===== config.mk =====
export PLATFORM = sky130hd
export DESIGN_NAME = bounded_positional_list
export DESIGN_NICKNAME = d
export VERILOG_FILES = /design/src/sv/bpl_pkg.sv /design/src/sv/bounded_positional_list.sv /design/src/sv/bpl_front.sv /design/src/sv/bpl_queue.sv /design/src/sv/bpl_back.sv
export SDC_FILE = /design/constraint.sdc
export NUM_CORES = 2
export LEC_CHECK = 0
export BUFFER_PORTS_ARGS = -buffer_cell sky130_fd_sc_hd__buf_4
export CAP_MARGIN = 30
export CORE_AREA = 4 4 264 318
export DETAILED_ROUTE_END_ITERATION = 12
export DIE_AREA = 0 0 268 322
export MAX_ROUTING_LAYER = met4
export PLACE_DENSITY_LB_ADDON = 0.1
export SYNTH_ARGS = -nofsm -noshare
export SYNTH_HDL_FRONTEND = slang
export SYNTH_SLANG_ARGS = --single-unit

===== constraint.sdc =====
create_clock -name aclk -period 11.78 [get_ports aclk]
set_clock_uncertainty 0.15 [all_clocks]
set_input_delay 2.356 -clock aclk [delete_from_list [all_inputs] [get_ports aclk]]
set_output_delay 2.356 -clock aclk [all_outputs]
set_load 0.02 [all_outputs]

===== src/sv/bpl_pkg.sv =====
package bpl_pkg;

    // List geometry
    localparam int CAPACITY   = 16;
    localparam int DATA_WIDTH = 32;

    // Field widths
    localparam int CMD_W    = 3;
    localparam int VALUE_W  = 32;
    localparam int POS_W    = 5;
    localparam int STATUS_W = 2;

    // Derived widths
    localparam int CNT_W = $clog2(CAPACITY + 1);
    localparam int IDX_W = $clog2(CAPACITY);
    localparam int CMP_W = (CNT_W > POS_W) ? CNT_W : POS_W;

    // Stream packing
    localparam int S_TDATA_W = ((VALUE_W + POS_W + 7) / 8) * 8;
    localparam int M_TDATA_W = ((STATUS_W + VALUE_W + 7) / 8) * 8;

    // Request queue between front and back
    localparam int QDEPTH = 2;
    localparam int QPTR_W = (QDEPTH > 1) ? $clog2(QDEPTH) : 1;
    localparam int QLVL_W = $clog2(QDEPTH + 1);

    typedef enum logic [CMD_W-1:0] {
        CMD_INS_FRONT = 3'd0,
        CMD_INS_BACK  = 3'd1,
        CMD_INS_AT    = 3'd2,
        CMD_DEL_FRONT = 3'd3,
        CMD_DEL_BACK  = 3'd4,
        CMD_DEL_AT    = 3'd5,
        CMD_TRAVERSE  = 3'd6
    } cmd_t;

    typedef enum logic [STATUS_W-1:0] {
        ST_OK    = 2'd0,
        ST_EMPTY = 2'd1,
        ST_FULL  = 2'd2,
        ST_RANGE = 2'd3
    } status_t;

    typedef enum logic [1:0] {
        OP_INS,
        OP_DEL,
        OP_TRAV,
        OP_NOP
    } op_kind_t;

    typedef enum logic [1:0] {
        BK_IDLE,
        BK_FWD,
        BK_BWD
    } bk_state_t;

    // Classified request: at_end selects the tail, check_range flags delete-at
    typedef struct packed {
        op_kind_t                      kind;
        logic                          at_end;
        logic                          check_range;
        logic [POS_W-1:0]              idx;
        logic signed [DATA_WIDTH-1:0]  word;
    } op_t;

    // One result item
    typedef struct packed {
        status_t                    status;
        logic signed [VALUE_W-1:0]  value;
        logic                       direction;
        logic                       last;
    } res_t;

    // Sign-extend a stored word and fit it to the result field
    function automatic logic signed [VALUE_W-1:0] to_field(
        input logic signed [DATA_WIDTH-1:0] w);
        return VALUE_W'(w);
    endfunction

    // Fit an input word to the stored width
    function automatic logic signed [DATA_WIDTH-1:0] to_word(
        input logic signed [VALUE_W-1:0] v);
        return DATA_WIDTH'(v);
    endfunction

endpackage


===== src/sv/bounded_positional_list.sv =====
// Channel  | Ports                        | Contents (low bit up)
// ---------+------------------------------+----------------------------------------
// request  | s_tvalid s_tready s_tdata    | tdata: value[31:0], position[36:32]
//          | s_tuser                      | tuser: cmd[2:0]
// result   | m_tvalid m_tready m_tdata    | tdata: status[1:0], value_res[33:2]
//          | m_tuser m_tlast              | tuser: direction; tlast: last
//
// Insert, delete and unknown commands give one result each; a traversal of a non-empty
// list gives 2*count results, one per cycle unless the consumer stalls, through the single
// read mux of the cell array. Requests pass the front register, then the request queue.
// Reset clears the count, the control state and the valid flags; cell contents stay undefined until written.
// Either side may stall: the request queue and the result register decouple them.
module bounded_positional_list (
    input  logic                            aclk,
    input  logic                            aresetn,
    input  logic                            s_tvalid,
    output logic                            s_tready,
    input  logic [bpl_pkg::S_TDATA_W-1:0]   s_tdata,   // value, position
    input  logic [bpl_pkg::CMD_W-1:0]       s_tuser,   // cmd
    output logic                            m_tvalid,
    input  logic                            m_tready,
    output logic [bpl_pkg::M_TDATA_W-1:0]   m_tdata,   // status, value_res
    output logic                            m_tuser,   // direction
    output logic                            m_tlast
);

    logic           q_in_valid;
    logic           q_in_ready;
    bpl_pkg::op_t   q_in_op;
    logic           q_out_valid;
    logic           q_out_ready;
    bpl_pkg::op_t   q_out_op;
    bpl_pkg::res_t  res;

    bpl_front u_front (
        .aclk        (aclk),
        .aresetn     (aresetn),
        .in_valid    (s_tvalid),
        .in_ready    (s_tready),
        .in_cmd      (s_tuser),
        .in_value    (s_tdata[bpl_pkg::VALUE_W-1:0]),
        .in_position (s_tdata[bpl_pkg::VALUE_W +: bpl_pkg::POS_W]),
        .q_valid     (q_in_valid),
        .q_ready     (q_in_ready),
        .q_op        (q_in_op)
    );

    bpl_queue u_queue (
        .aclk       (aclk),
        .aresetn    (aresetn),
        .push_valid (q_in_valid),
        .push_ready (q_in_ready),
        .push_op    (q_in_op),
        .pop_valid  (q_out_valid),
        .pop_ready  (q_out_ready),
        .pop_op     (q_out_op)
    );

    bpl_back u_back (
        .aclk      (aclk),
        .aresetn   (aresetn),
        .q_valid   (q_out_valid),
        .q_ready   (q_out_ready),
        .q_op      (q_out_op),
        .out_valid (m_tvalid),
        .out_ready (m_tready),
        .out_res   (res)
    );

    // Pack the result fields
    assign m_tdata = bpl_pkg::M_TDATA_W'({res.value, res.status});
    assign m_tuser = res.direction;
    assign m_tlast = res.last;

endmodule


===== src/sv/bpl_front.sv =====
module bpl_front (
    input  logic                        aclk,
    input  logic                        aresetn,
    input  logic                        in_valid,
    output logic                        in_ready,
    input  logic [bpl_pkg::CMD_W-1:0]   in_cmd,
    input  logic signed [bpl_pkg::VALUE_W-1:0] in_value,
    input  logic [bpl_pkg::POS_W-1:0]   in_position,
    output logic                        q_valid,
    input  logic                        q_ready,
    output bpl_pkg::op_t                q_op
);

    logic          valid_reg;
    logic          valid_next;
    bpl_pkg::op_t  op_reg;
    bpl_pkg::op_t  op_next;
    logic          accept;

    assign in_ready = !valid_reg || q_ready;
    assign accept   = in_valid && in_ready;
    assign q_valid  = valid_reg;
    assign q_op     = op_reg;

    // Classify the command into a list operation
    always_comb begin
        op_next             = '0;
        op_next.word        = bpl_pkg::to_word(in_value);
        op_next.kind        = bpl_pkg::OP_NOP;
        op_next.at_end      = 1'b0;
        op_next.check_range = 1'b0;
        op_next.idx         = '0;
        case (bpl_pkg::cmd_t'(in_cmd))
            bpl_pkg::CMD_INS_FRONT: begin
                op_next.kind = bpl_pkg::OP_INS;
            end
            bpl_pkg::CMD_INS_BACK: begin
                op_next.kind   = bpl_pkg::OP_INS;
                op_next.at_end = 1'b1;
            end
            bpl_pkg::CMD_INS_AT: begin
                op_next.kind = bpl_pkg::OP_INS;
                if (in_position > bpl_pkg::POS_W'(1)) begin
                    op_next.idx = in_position - bpl_pkg::POS_W'(1);
                end
            end
            bpl_pkg::CMD_DEL_FRONT: begin
                op_next.kind = bpl_pkg::OP_DEL;
            end
            bpl_pkg::CMD_DEL_BACK: begin
                op_next.kind   = bpl_pkg::OP_DEL;
                op_next.at_end = 1'b1;
            end
            bpl_pkg::CMD_DEL_AT: begin
                op_next.kind        = bpl_pkg::OP_DEL;
                op_next.check_range = 1'b1;
                if (in_position != '0) begin
                    op_next.idx = in_position - bpl_pkg::POS_W'(1);
                end
            end
            bpl_pkg::CMD_TRAVERSE: begin
                op_next.kind = bpl_pkg::OP_TRAV;
            end
            default: begin
                op_next.kind = bpl_pkg::OP_NOP;
            end
        endcase
    end

    // Hold the request until the queue takes it
    always_comb begin
        if (accept) begin
            valid_next = 1'b1;
        end else if (q_ready) begin
            valid_next = 1'b0;
        end else begin
            valid_next = valid_reg;
        end
    end

    always_ff @(posedge aclk) begin
        if (!aresetn) begin
            valid_reg <= 1'b0;
        end else begin
            valid_reg <= valid_next;
        end
    end

    always_ff @(posedge aclk) begin
        if (accept) begin
            op_reg <= op_next;
        end
    end

endmodule


===== src/sv/bpl_queue.sv =====
module bpl_queue (
    input  logic          aclk,
    input  logic          aresetn,
    input  logic          push_valid,
    output logic          push_ready,
    input  bpl_pkg::op_t  push_op,
    output logic          pop_valid,
    input  logic          pop_ready,
    output bpl_pkg::op_t  pop_op
);

    bpl_pkg::op_t                 mem_reg [bpl_pkg::QDEPTH];
    logic [bpl_pkg::QPTR_W-1:0]   wr_ptr_reg;
    logic [bpl_pkg::QPTR_W-1:0]   wr_ptr_next;
    logic [bpl_pkg::QPTR_W-1:0]   rd_ptr_reg;
    logic [bpl_pkg::QPTR_W-1:0]   rd_ptr_next;
    logic [bpl_pkg::QLVL_W-1:0]   level_reg;
    logic [bpl_pkg::QLVL_W-1:0]   level_next;
    logic                         do_push;
    logic                         do_pop;

    assign push_ready = (level_reg != bpl_pkg::QLVL_W'(bpl_pkg::QDEPTH));
    assign pop_valid  = (level_reg != '0);
    assign pop_op     = mem_reg[rd_ptr_reg];
    assign do_push    = push_valid && push_ready;
    assign do_pop     = pop_valid && pop_ready;

    // Advance pointers with wrap
    always_comb begin
        wr_ptr_next = wr_ptr_reg;
        rd_ptr_next = rd_ptr_reg;
        level_next  = level_reg;
        if (do_push) begin
            if (wr_ptr_reg == bpl_pkg::QPTR_W'(bpl_pkg::QDEPTH - 1)) begin
                wr_ptr_next = '0;
            end else begin
                wr_ptr_next = wr_ptr_reg + bpl_pkg::QPTR_W'(1);
            end
        end
        if (do_pop) begin
            if (rd_ptr_reg == bpl_pkg::QPTR_W'(bpl_pkg::QDEPTH - 1)) begin
                rd_ptr_next = '0;
            end else begin
                rd_ptr_next = rd_ptr_reg + bpl_pkg::QPTR_W'(1);
            end
        end
        if (do_push && !do_pop) begin
            level_next = level_reg + bpl_pkg::QLVL_W'(1);
        end else if (do_pop && !do_push) begin
            level_next = level_reg - bpl_pkg::QLVL_W'(1);
        end
    end

    always_ff @(posedge aclk) begin
        if (!aresetn) begin
            wr_ptr_reg <= '0;
            rd_ptr_reg <= '0;
            level_reg  <= '0;
        end else begin
            wr_ptr_reg <= wr_ptr_next;
            rd_ptr_reg <= rd_ptr_next;
            level_reg  <= level_next;
        end
    end

    always_ff @(posedge aclk) begin
        if (do_push) begin
            mem_reg[wr_ptr_reg] <= push_op;
        end
    end

endmodule


===== src/sv/bpl_back.sv =====
module bpl_back (
    input  logic          aclk,
    input  logic          aresetn,
    input  logic          q_valid,
    output logic          q_ready,
    input  bpl_pkg::op_t  q_op,
    output logic          out_valid,
    input  logic          out_ready,
    output bpl_pkg::res_t out_res
);

    logic signed [bpl_pkg::DATA_WIDTH-1:0] cells_reg  [bpl_pkg::CAPACITY];
    logic signed [bpl_pkg::DATA_WIDTH-1:0] cells_next [bpl_pkg::CAPACITY];
    logic [bpl_pkg::CNT_W-1:0]  count_reg;
    logic [bpl_pkg::CNT_W-1:0]  count_next;
    logic [bpl_pkg::IDX_W-1:0]  trav_idx_reg;
    logic [bpl_pkg::IDX_W-1:0]  trav_idx_next;
    bpl_pkg::bk_state_t         state_reg;
    bpl_pkg::bk_state_t         state_next;
    logic                       out_valid_reg;
    logic                       out_valid_next;
    bpl_pkg::res_t              res_reg;
    bpl_pkg::res_t              res_next;

    logic                       can_load;
    logic                       pop;
    logic                       out_load;
    logic                       full;
    logic                       empty;
    logic                       trav_at_tail;
    logic                       trav_at_head;
    logic                       range_err;
    logic [bpl_pkg::CNT_W-1:0]  ins_idx;
    logic [bpl_pkg::CNT_W-1:0]  del_idx;
    logic [bpl_pkg::IDX_W-1:0]  rd_idx;
    logic signed [bpl_pkg::DATA_WIDTH-1:0] rd_word;

    assign can_load  = !out_valid_reg || out_ready;
    assign out_valid = out_valid_reg;
    assign out_res   = res_reg;
    assign q_ready   = pop;

    assign full  = (count_reg == bpl_pkg::CNT_W'(bpl_pkg::CAPACITY));
    assign empty = (count_reg == '0);
    assign trav_at_tail = (bpl_pkg::CNT_W'(trav_idx_reg) == count_reg - bpl_pkg::CNT_W'(1));
    assign trav_at_head = (trav_idx_reg == '0);

    // Resolve positions against the current count
    always_comb begin
        if (q_op.at_end ||
            bpl_pkg::CMP_W'(q_op.idx) > bpl_pkg::CMP_W'(count_reg)) begin
            ins_idx = count_reg;
        end else begin
            ins_idx = bpl_pkg::CNT_W'(q_op.idx);
        end
        if (q_op.at_end) begin
            del_idx = count_reg - bpl_pkg::CNT_W'(1);
        end else begin
            del_idx = bpl_pkg::CNT_W'(q_op.idx);
        end
        range_err = q_op.check_range &&
                    (bpl_pkg::CMP_W'(q_op.idx) >= bpl_pkg::CMP_W'(count_reg));
    end

    // Single read port over the cell array
    assign rd_idx  = (state_reg == bpl_pkg::BK_IDLE) ? del_idx[bpl_pkg::IDX_W-1:0]
                                                     : trav_idx_reg;
    assign rd_word = cells_reg[rd_idx];

    // Next state
    always_comb begin
        state_next = state_reg;
        case (state_reg)
            bpl_pkg::BK_IDLE: begin
                if (q_valid && can_load && q_op.kind == bpl_pkg::OP_TRAV && !empty) begin
                    state_next = bpl_pkg::BK_FWD;
                end
            end
            bpl_pkg::BK_FWD: begin
                if (can_load && trav_at_tail) begin
                    state_next = bpl_pkg::BK_BWD;
                end
            end
            bpl_pkg::BK_BWD: begin
                if (can_load && trav_at_head) begin
                    state_next = bpl_pkg::BK_IDLE;
                end
            end
            default: begin
                state_next = bpl_pkg::BK_IDLE;
            end
        endcase
    end

    // Execute requests and emit results
    always_comb begin
        pop           = 1'b0;
        out_load      = 1'b0;
        res_next      = '0;
        res_next.last = 1'b1;
        count_next    = count_reg;
        trav_idx_next = trav_idx_reg;
        for (int i = 0; i < bpl_pkg::CAPACITY; i++) begin
            cells_next[i] = cells_reg[i];
        end
        case (state_reg)
            bpl_pkg::BK_IDLE: begin
                if (q_valid && can_load) begin
                    pop = 1'b1;
                    case (q_op.kind)
                        bpl_pkg::OP_INS: begin
                            out_load = 1'b1;
                            if (full) begin
                                res_next.status = bpl_pkg::ST_FULL;
                            end else begin
                                // Open a gap at the insert point
                                for (int i = 1; i < bpl_pkg::CAPACITY; i++) begin
                                    if (bpl_pkg::CNT_W'(i) > ins_idx &&
                                        bpl_pkg::CNT_W'(i) <= count_reg) begin
                                        cells_next[i] = cells_reg[i-1];
                                    end
                                end
                                for (int i = 0; i < bpl_pkg::CAPACITY; i++) begin
                                    if (bpl_pkg::CNT_W'(i) == ins_idx) begin
                                        cells_next[i] = q_op.word;
                                    end
                                end
                                count_next = count_reg + bpl_pkg::CNT_W'(1);
                            end
                        end
                        bpl_pkg::OP_DEL: begin
                            out_load = 1'b1;
                            if (empty) begin
                                res_next.status = bpl_pkg::ST_EMPTY;
                            end else if (range_err) begin
                                res_next.status = bpl_pkg::ST_RANGE;
                            end else begin
                                res_next.value = bpl_pkg::to_field(rd_word);
                                // Close the gap left by the removed cell
                                for (int i = 0; i < bpl_pkg::CAPACITY - 1; i++) begin
                                    if (bpl_pkg::CNT_W'(i) >= del_idx &&
                                        bpl_pkg::CNT_W'(i + 1) < count_reg) begin
                                        cells_next[i] = cells_reg[i+1];
                                    end
                                end
                                count_next = count_reg - bpl_pkg::CNT_W'(1);
                            end
                        end
                        bpl_pkg::OP_TRAV: begin
                            if (empty) begin
                                out_load        = 1'b1;
                                res_next.status = bpl_pkg::ST_EMPTY;
                            end else begin
                                trav_idx_next = '0;
                            end
                        end
                        default: begin
                            out_load = 1'b1;
                        end
                    endcase
                end
            end
            bpl_pkg::BK_FWD: begin
                if (can_load) begin
                    out_load       = 1'b1;
                    res_next.value = bpl_pkg::to_field(rd_word);
                    res_next.last  = 1'b0;
                    if (!trav_at_tail) begin
                        trav_idx_next = trav_idx_reg + bpl_pkg::IDX_W'(1);
                    end
                end
            end
            bpl_pkg::BK_BWD: begin
                if (can_load) begin
                    out_load           = 1'b1;
                    res_next.value     = bpl_pkg::to_field(rd_word);
                    res_next.direction = 1'b1;
                    res_next.last      = trav_at_head;
                    if (!trav_at_head) begin
                        trav_idx_next = trav_idx_reg - bpl_pkg::IDX_W'(1);
                    end
                end
            end
            default: begin
                pop = 1'b0;
            end
        endcase
    end

    // Hold a result until the consumer takes it
    always_comb begin
        if (out_load) begin
            out_valid_next = 1'b1;
        end else if (out_ready) begin
            out_valid_next = 1'b0;
        end else begin
            out_valid_next = out_valid_reg;
        end
    end

    always_ff @(posedge aclk) begin
        if (!aresetn) begin
            state_reg     <= bpl_pkg::BK_IDLE;
            count_reg     <= '0;
            out_valid_reg <= 1'b0;
            trav_idx_reg  <= '0;
        end else begin
            state_reg     <= state_next;
            count_reg     <= count_next;
            out_valid_reg <= out_valid_next;
            trav_idx_reg  <= trav_idx_next;
        end
    end

    always_ff @(posedge aclk) begin
        if (out_load) begin
            res_reg <= res_next;
        end
        for (int i = 0; i < bpl_pkg::CAPACITY; i++) begin
            cells_reg[i] <= cells_next[i];
        end
    end

`ifndef ASSERT_OFF
    a_count_bound: assert property (@(posedge aclk) disable iff (!aresetn)
        count_reg <= bpl_pkg::CNT_W'(bpl_pkg::CAPACITY))
        else $error("list count above capacity");

    a_no_pop_busy: assert property (@(posedge aclk) disable iff (!aresetn)
        (state_reg != bpl_pkg::BK_IDLE) |-> !pop)
        else $error("request taken during traversal");

    a_count_only_on_pop: assert property (@(posedge aclk) disable iff (!aresetn)
        !pop |=> count_reg == $past(count_reg))
        else $error("count changed without a request");

    a_trav_ends: assert property (@(posedge aclk) disable iff (!aresetn)
        (state_reg == bpl_pkg::BK_BWD && out_load && trav_at_head)
        |=> (state_reg == bpl_pkg::BK_IDLE && res_reg.last))
        else $error("traversal did not finish with last");

    a_no_overwrite: assert property (@(posedge aclk) disable iff (!aresetn)
        (out_valid_reg && !out_ready) |-> !out_load)
        else $error("pending result overwritten");
`endif

endmodule

[Word level (Yosys, flattened, before mapping)]
Memories as Yosys holds them, arrays and structs flattened. A register that Yosys moved wholly into a read port is not among the register bits.
Cells that the tools add are included.
Word-level totals
  bits in registers: 94
  bits in writable memories: 594
  input port bits: 47
  output and inout bits: 44
  logic and storage cells: 313
  memories kept: 2
Cells by class
  add/sub/neg operators: 9
  magnitude comparators: 63
  equal/unequal tests: 41
  multiplexer cells: 111
  reductions and logical operators: 70
Memory list
  u_back.cells_reg: words 16, bits a word 32, read ports 17, clocked after Yosys merged registers in 0, wr ports 16, RTL line bpl_back.sv:12  | logic signed [bpl_pkg::DATA_WIDTH-1:0] cells_reg [bpl_pkg::CAPACITY];
  u_queue.mem_reg: words 2, bits a word 41, read ports 1, clocked after Yosys merged registers in 1, wr ports 1, RTL line bpl_queue.sv:12  | bpl_pkg::op_t mem_reg [bpl_pkg::QDEPTH];
Operator list (count)
  $mux 32: 52
  $mux 512: 3
  $mux 480: 2
  $pmux 480 s2: 1
  $pmux 32 s3: 1
  $logic_and 1x1->1: 41
  $eq 4x5->1 const A: 8
  $gt 4x5->1 const A: 8
  $le 4x5->1 const A: 8
  $lt 4x5->1 const A: 8
  $ge 4x5->1 const A: 7
  $mux 5: 7
  $mux 34: 1
  $mux 4: 8
  $eq 3x5->1 const A: 4
  $ge 3x5->1 const A: 4
  $gt 3x5->1 const A: 4
  $le 3x5->1 const A: 4
  $lt 3x5->1 const A: 4
  $mux 1: 20
  $ne 2x2->1 const B: 10
  $pmux 5 s2: 2
  $pmux 2 s3: 3
  $mux 2: 8
  45 further kinds: 76

[Logic depth before layout (Yosys ltp)]
  word-level depth: 11
  depth in mapped cells: 16
  gate-level depth less buffers: 10

[Hierarchy]
From an unflattened synthesis, not the netlist that was laid out.
Second synthesis, totals
  cell total of the unflattened synthesis: 3305
  area, all modules: 38868.5 µm²
By module, submodules not included
  bpl_back: times used 1, cells each 3075, area an instance 34151.5 µm², sequential area each 16696.0 µm²
  bpl_queue: times used 1, cells each 152, area an instance 3191.8 µm², sequential area each 2562.5 µm²
  bpl_front: times used 1, cells each 71, area an instance 1476.4 µm², sequential area each 1251.2 µm²
  bounded_positional_list: times used 1, cells each 7, area an instance 48.8 µm², sequential area each 0.0 µm²

[Worst setup path after synthesis]
Ideal clock, no wire load.
  path type: input -> register
  from: input m_tready
  to: memory u_back.cells_reg[15][0] (netlist bit) (enable)
  data arrival time: 7.987 ns
  required time: 11.035 ns
  setup slack: 3.048 ns
  cell stages on the path: 4
  path buffers: 0
  cells stage by stage: nand2b_1 > o211ai_1 > nand2b_1 > a2111oi_0
RTL lines
  from (decl): RTL line bounded_positional_list.sv:21  | input logic m_tready,
  to (decl): RTL line bpl_back.sv:12

==> summary.md <==
| Metric | Value |
|---|---|
| RSZ-0062 raised after global routing | `false` |
| Final setup viols | `0` |
| Logic pwr share | `40.2%` |
| Fmax | `167 MHz` |
| Setup TNS | `0 ns` |
| Register area | `20500 um2` |
| Die width | `268 um` |
| Overflow after GRT | `0` |
| Clk slew on worst S/H paths | `0.06 ns` |
| Status | `complete, no violations` |
| Max reg flops | `512` |
| Setup CP Type | `flip-flop to flip-flop` |
| Sequential share of the synthesized area | `51.2%` |
| Post-synth EDFFs | `671` |
| Syn_area_per_cell | `9.24 um2` |
| Die Ht | `322 um` |
| FF+latch count, synth | `689` |
| R2R setup slack | `5.79 ns` |
| Int Pwr | `5920 uW` |
| Peak VDD IR | `0.140 mV` |
| Tcrit/Tclk final | `50.8%` |
| Worst-case clock buffer depth | `3` |
| CTS tree | `yes` |
| Final Max Tran Viols | `0` |
| Via density | `6.46` |
| Antenna viol nets, final | `0` |
| WP data arrival | `6.12 ns` |
| Filler cell count | `7256` |
| Total CTS buffers | `76` |
| Max-cap violations | `0` |
| Hold EP | `u_queue.mem_reg[0][20]` |
| Library cells used by synthesis | `74` |
| Clock power share | `23.6%` |
| CTS HTree Levels | `3` |
| Fin. Hold Viols | `0` |
| PortBufs | `81` |
| # DRC | `0` |
| Critical path, cell by cell | `mux2i_2 > inv_1 > ha_1 > a21oi_1 > o21ai_0 > o21a_2 > buf_4 > mux2i_4 > buf_4 > a221oi_4 > buf_4` |
| CP Max Fanout | `65` |
| Post_cts resized | `0` |
| CP most frequent cell | `buf_4` |
| Worst hold stages | `0` |
| DIE AREA | `86300 um2` |
| N_diodes | `0` |
| Worst R2R End | `u_back.cells_reg[14][19]` |
| DP HPWL | `72.5 mm` |
| Routed WL | `137 mm` |
| CTS root buf | `clkbuf_16` |
| Slowest stage delay, CP | `1.07 ns` |
| Via Count | `34.2k` |
| Vias in the first global route | `32.1k` |
| Area delta synth->final | `9.59%` |
| Sequential Power Share | `36.2%` |
| Area leader, netlist | `edfxtp_1` |
| Sw Pwr | `4170 uW` |
| Initial Util | `49.8%` |
| Mapped Cells | `4332` |
| Path depth of the worst reg2reg path | `11` |
| Fraction of layout cells with a size suffix above 1 | `8.46%` |
| Initial DRC count | `4276` |
| Hold_sp | `u_front.q_op[20]` |
| Ports | `91` |
| Sink Count | `689` |
| Kind of start point of the critical path | `flip-flop` |
| Static Leak | `0.0146 uW` |
| Initial antenna violation count | `0` |
| # nets final | `4262` |
| First-pass GRT wire length | `204 mm` |
| Critical Path RT | `11.91 ns` |
| Core ar. | `80400 um2` |
| Worst slew margin | `20.2%` |
| Synth Flop Type | `edfxtp_1` |
| Slew @ Worst Pin | `1.20 ns` |
| Netlist Area Pre-Place | `40000 um2` |
| Power Density | `230 nW/um2` |
| Largest net degree at the start of global routing | `238` |
| Final Critical Period | `5.99 ns` |
| Yosys warning count | `0` |
| GRT Util Overall | `32.0%` |
| CP endpoint kind | `flip-flop` |
| Cts hold-fix bufs | `0` |
| Row count | `114` |
| Area of the multi-input gates | `18100 um2` |
| First-pass iteration count of the detailed router | `6` |
| Min-delay worst type | `flip-flop to flip-flop` |
| Post-CTS Setup Inserts | `0` |
| Clk_lat worst skew | `0.65 ns` |
| Top post-synthesis cells by area | `edfxtp_1 (50%), o21ai_0 (9.9%), nand2_1 (8.4%)` |
| Share of the synthesized area in the top cell type | `50.3%` |
| Hold slack | `0.291 ns` |
| Sw Share | `41.3%` |
| Slowest stage cell, crit path | `a221oi_4` |
| FFs w/ async S/R, synth | `0%` |
| Placer Congestion | `0.910` |
| Drt wl/cell | `25.8 um` |
[layout make-up]
cell class	instances	share of cell area (%)
clock buffer	92	4.62
sequential	689	46.7
multi-input combinational	3215	41.2
tap	1044	2.98
clock inverter	46	0.852
inverter	29	0.248
timing repair buffer	184	3.36
[synthesized netlist by cell type (26+ instances only)]
master and count:
nand2_1 901, o21ai_0 789, edfxtp_1 671, nor2_1 296, clkbuf_1 258, mux2i_1 241, a21oi_1 231, buf_2 108
a211oi_1 98, and3_1 96, nand3_1 78, o2bb2ai_1 62, o21ai_1 42, a31oi_1 39, a311oi_1 35, o211ai_1 34
a211o_1 33, a221o_1 33, o31ai_1 33, inv_1 28, nor3_1 26
[cells in the final DEF, fill, tap and decap left out, types with 8 or more instances in the layout]
cell       count
a211oi_1      96
a221o_1       33
o21ai_0      789
nor2_1       292
o31ai_1       33
o21ai_1       42
o2bb2ai_1     62
edfxtp_1     671
clkinv_1      24
inv_1         27
dfxtp_1       16
nor3_1        19
a211o_1       33
nand2_1      898
xnor2_1       14
buf_4        177
clkbuf_1      13
clkbuf_16     79
a311oi_1      34
mux2_2         8
o211ai_1      34
clkinv_2       9
a31oi_1       39
nand3_1       78
mux2i_1      231
ha_1          18
mux2i_4       14
and3_1        95
a21oi_1      231
[logic make-up after synthesis]
group / share of synthesized area [%]
AOI/OAI and AO/OA: 21.5
xor gates and xnor gates: 0.459
adders and majority gates: 0.644
buffers and inverters: 4.62
DFF: 51.2
muxes: 6.75
other: 0.00936
and+or+nand+nor: 14.8
[power by group through the flow]
stage,registers (uW),clock network (uW),logic [uW]
floorplan,3650,0,2580
global placement,3690,0,3920
detailed placement,3690,0,3990
CTS,3640,2420,4000
global route,3690,2510,4360
finish,3650,2380,4050
[how the worst max path moves through the flow]
| stage | startpoint | endpoint | slack [ns] | cells after the start |
|---|---|---|---|---|
| final | flip-flop | u_back.cells_reg[14][19] | 5.79 | 11 |
| after global routing | flip-flop | u_back.cells_reg[14][14] | 5.46 | 11 |
| after detailed placement | flip-flop | u_back.cells_reg[14][15] | 5.88 | 11 |
| after global placement | flip-flop | u_back.cells_reg[14][19] | 5.86 | 11 |
| after floorplan | m_tready | u_back.cells_reg[15][0] | 3.05 | 4 |
| after CTS | flip-flop | u_back.cells_reg[14][28] | 5.84 | 11 |
[metrics by stage]
| step | utilization (%) | cell area [um2] | cells | total power (uW) | setup WS [ns] |
|---|---|---|---|---|---|
| finish | 54.6 | 43900 | 5299 | 10100 | 5.79 |
| global route | 54.6 | 43900 | 5299 | 10600 | 5.46 |
| CTS | 54.6 | 43900 | 5299 | 10100 | 5.84 |
| detailed placement | 51.6 | 41500 | 5161 | 7670 | 5.88 |
| global placement | 51.5 | 41400 | 5157 | 7610 | 5.86 |
| floorplan | - | 40100 | 4337 | 6240 | 3.05 |
[critical path, delay by kind of cell, from the launching register on]
kind	cells	cell delay [ns]
fa+ha+maj	1	0.31
compound gates	4	1.99
mux	2	0.66
buf+inv	4	1.51
flops	1	0.92
[metal layers]
metal  up-vias  global-route usage, %  share of wire (%)
li1      15500                      -                  -
met1     16600                   43.1                 41
met2      1730                   49.7                 47
met3       334                   3.50                8.2
met4         0                   13.1                4.4
met5         -                      -                  0
Note: power is estimated with default switching activity, not from simulation.
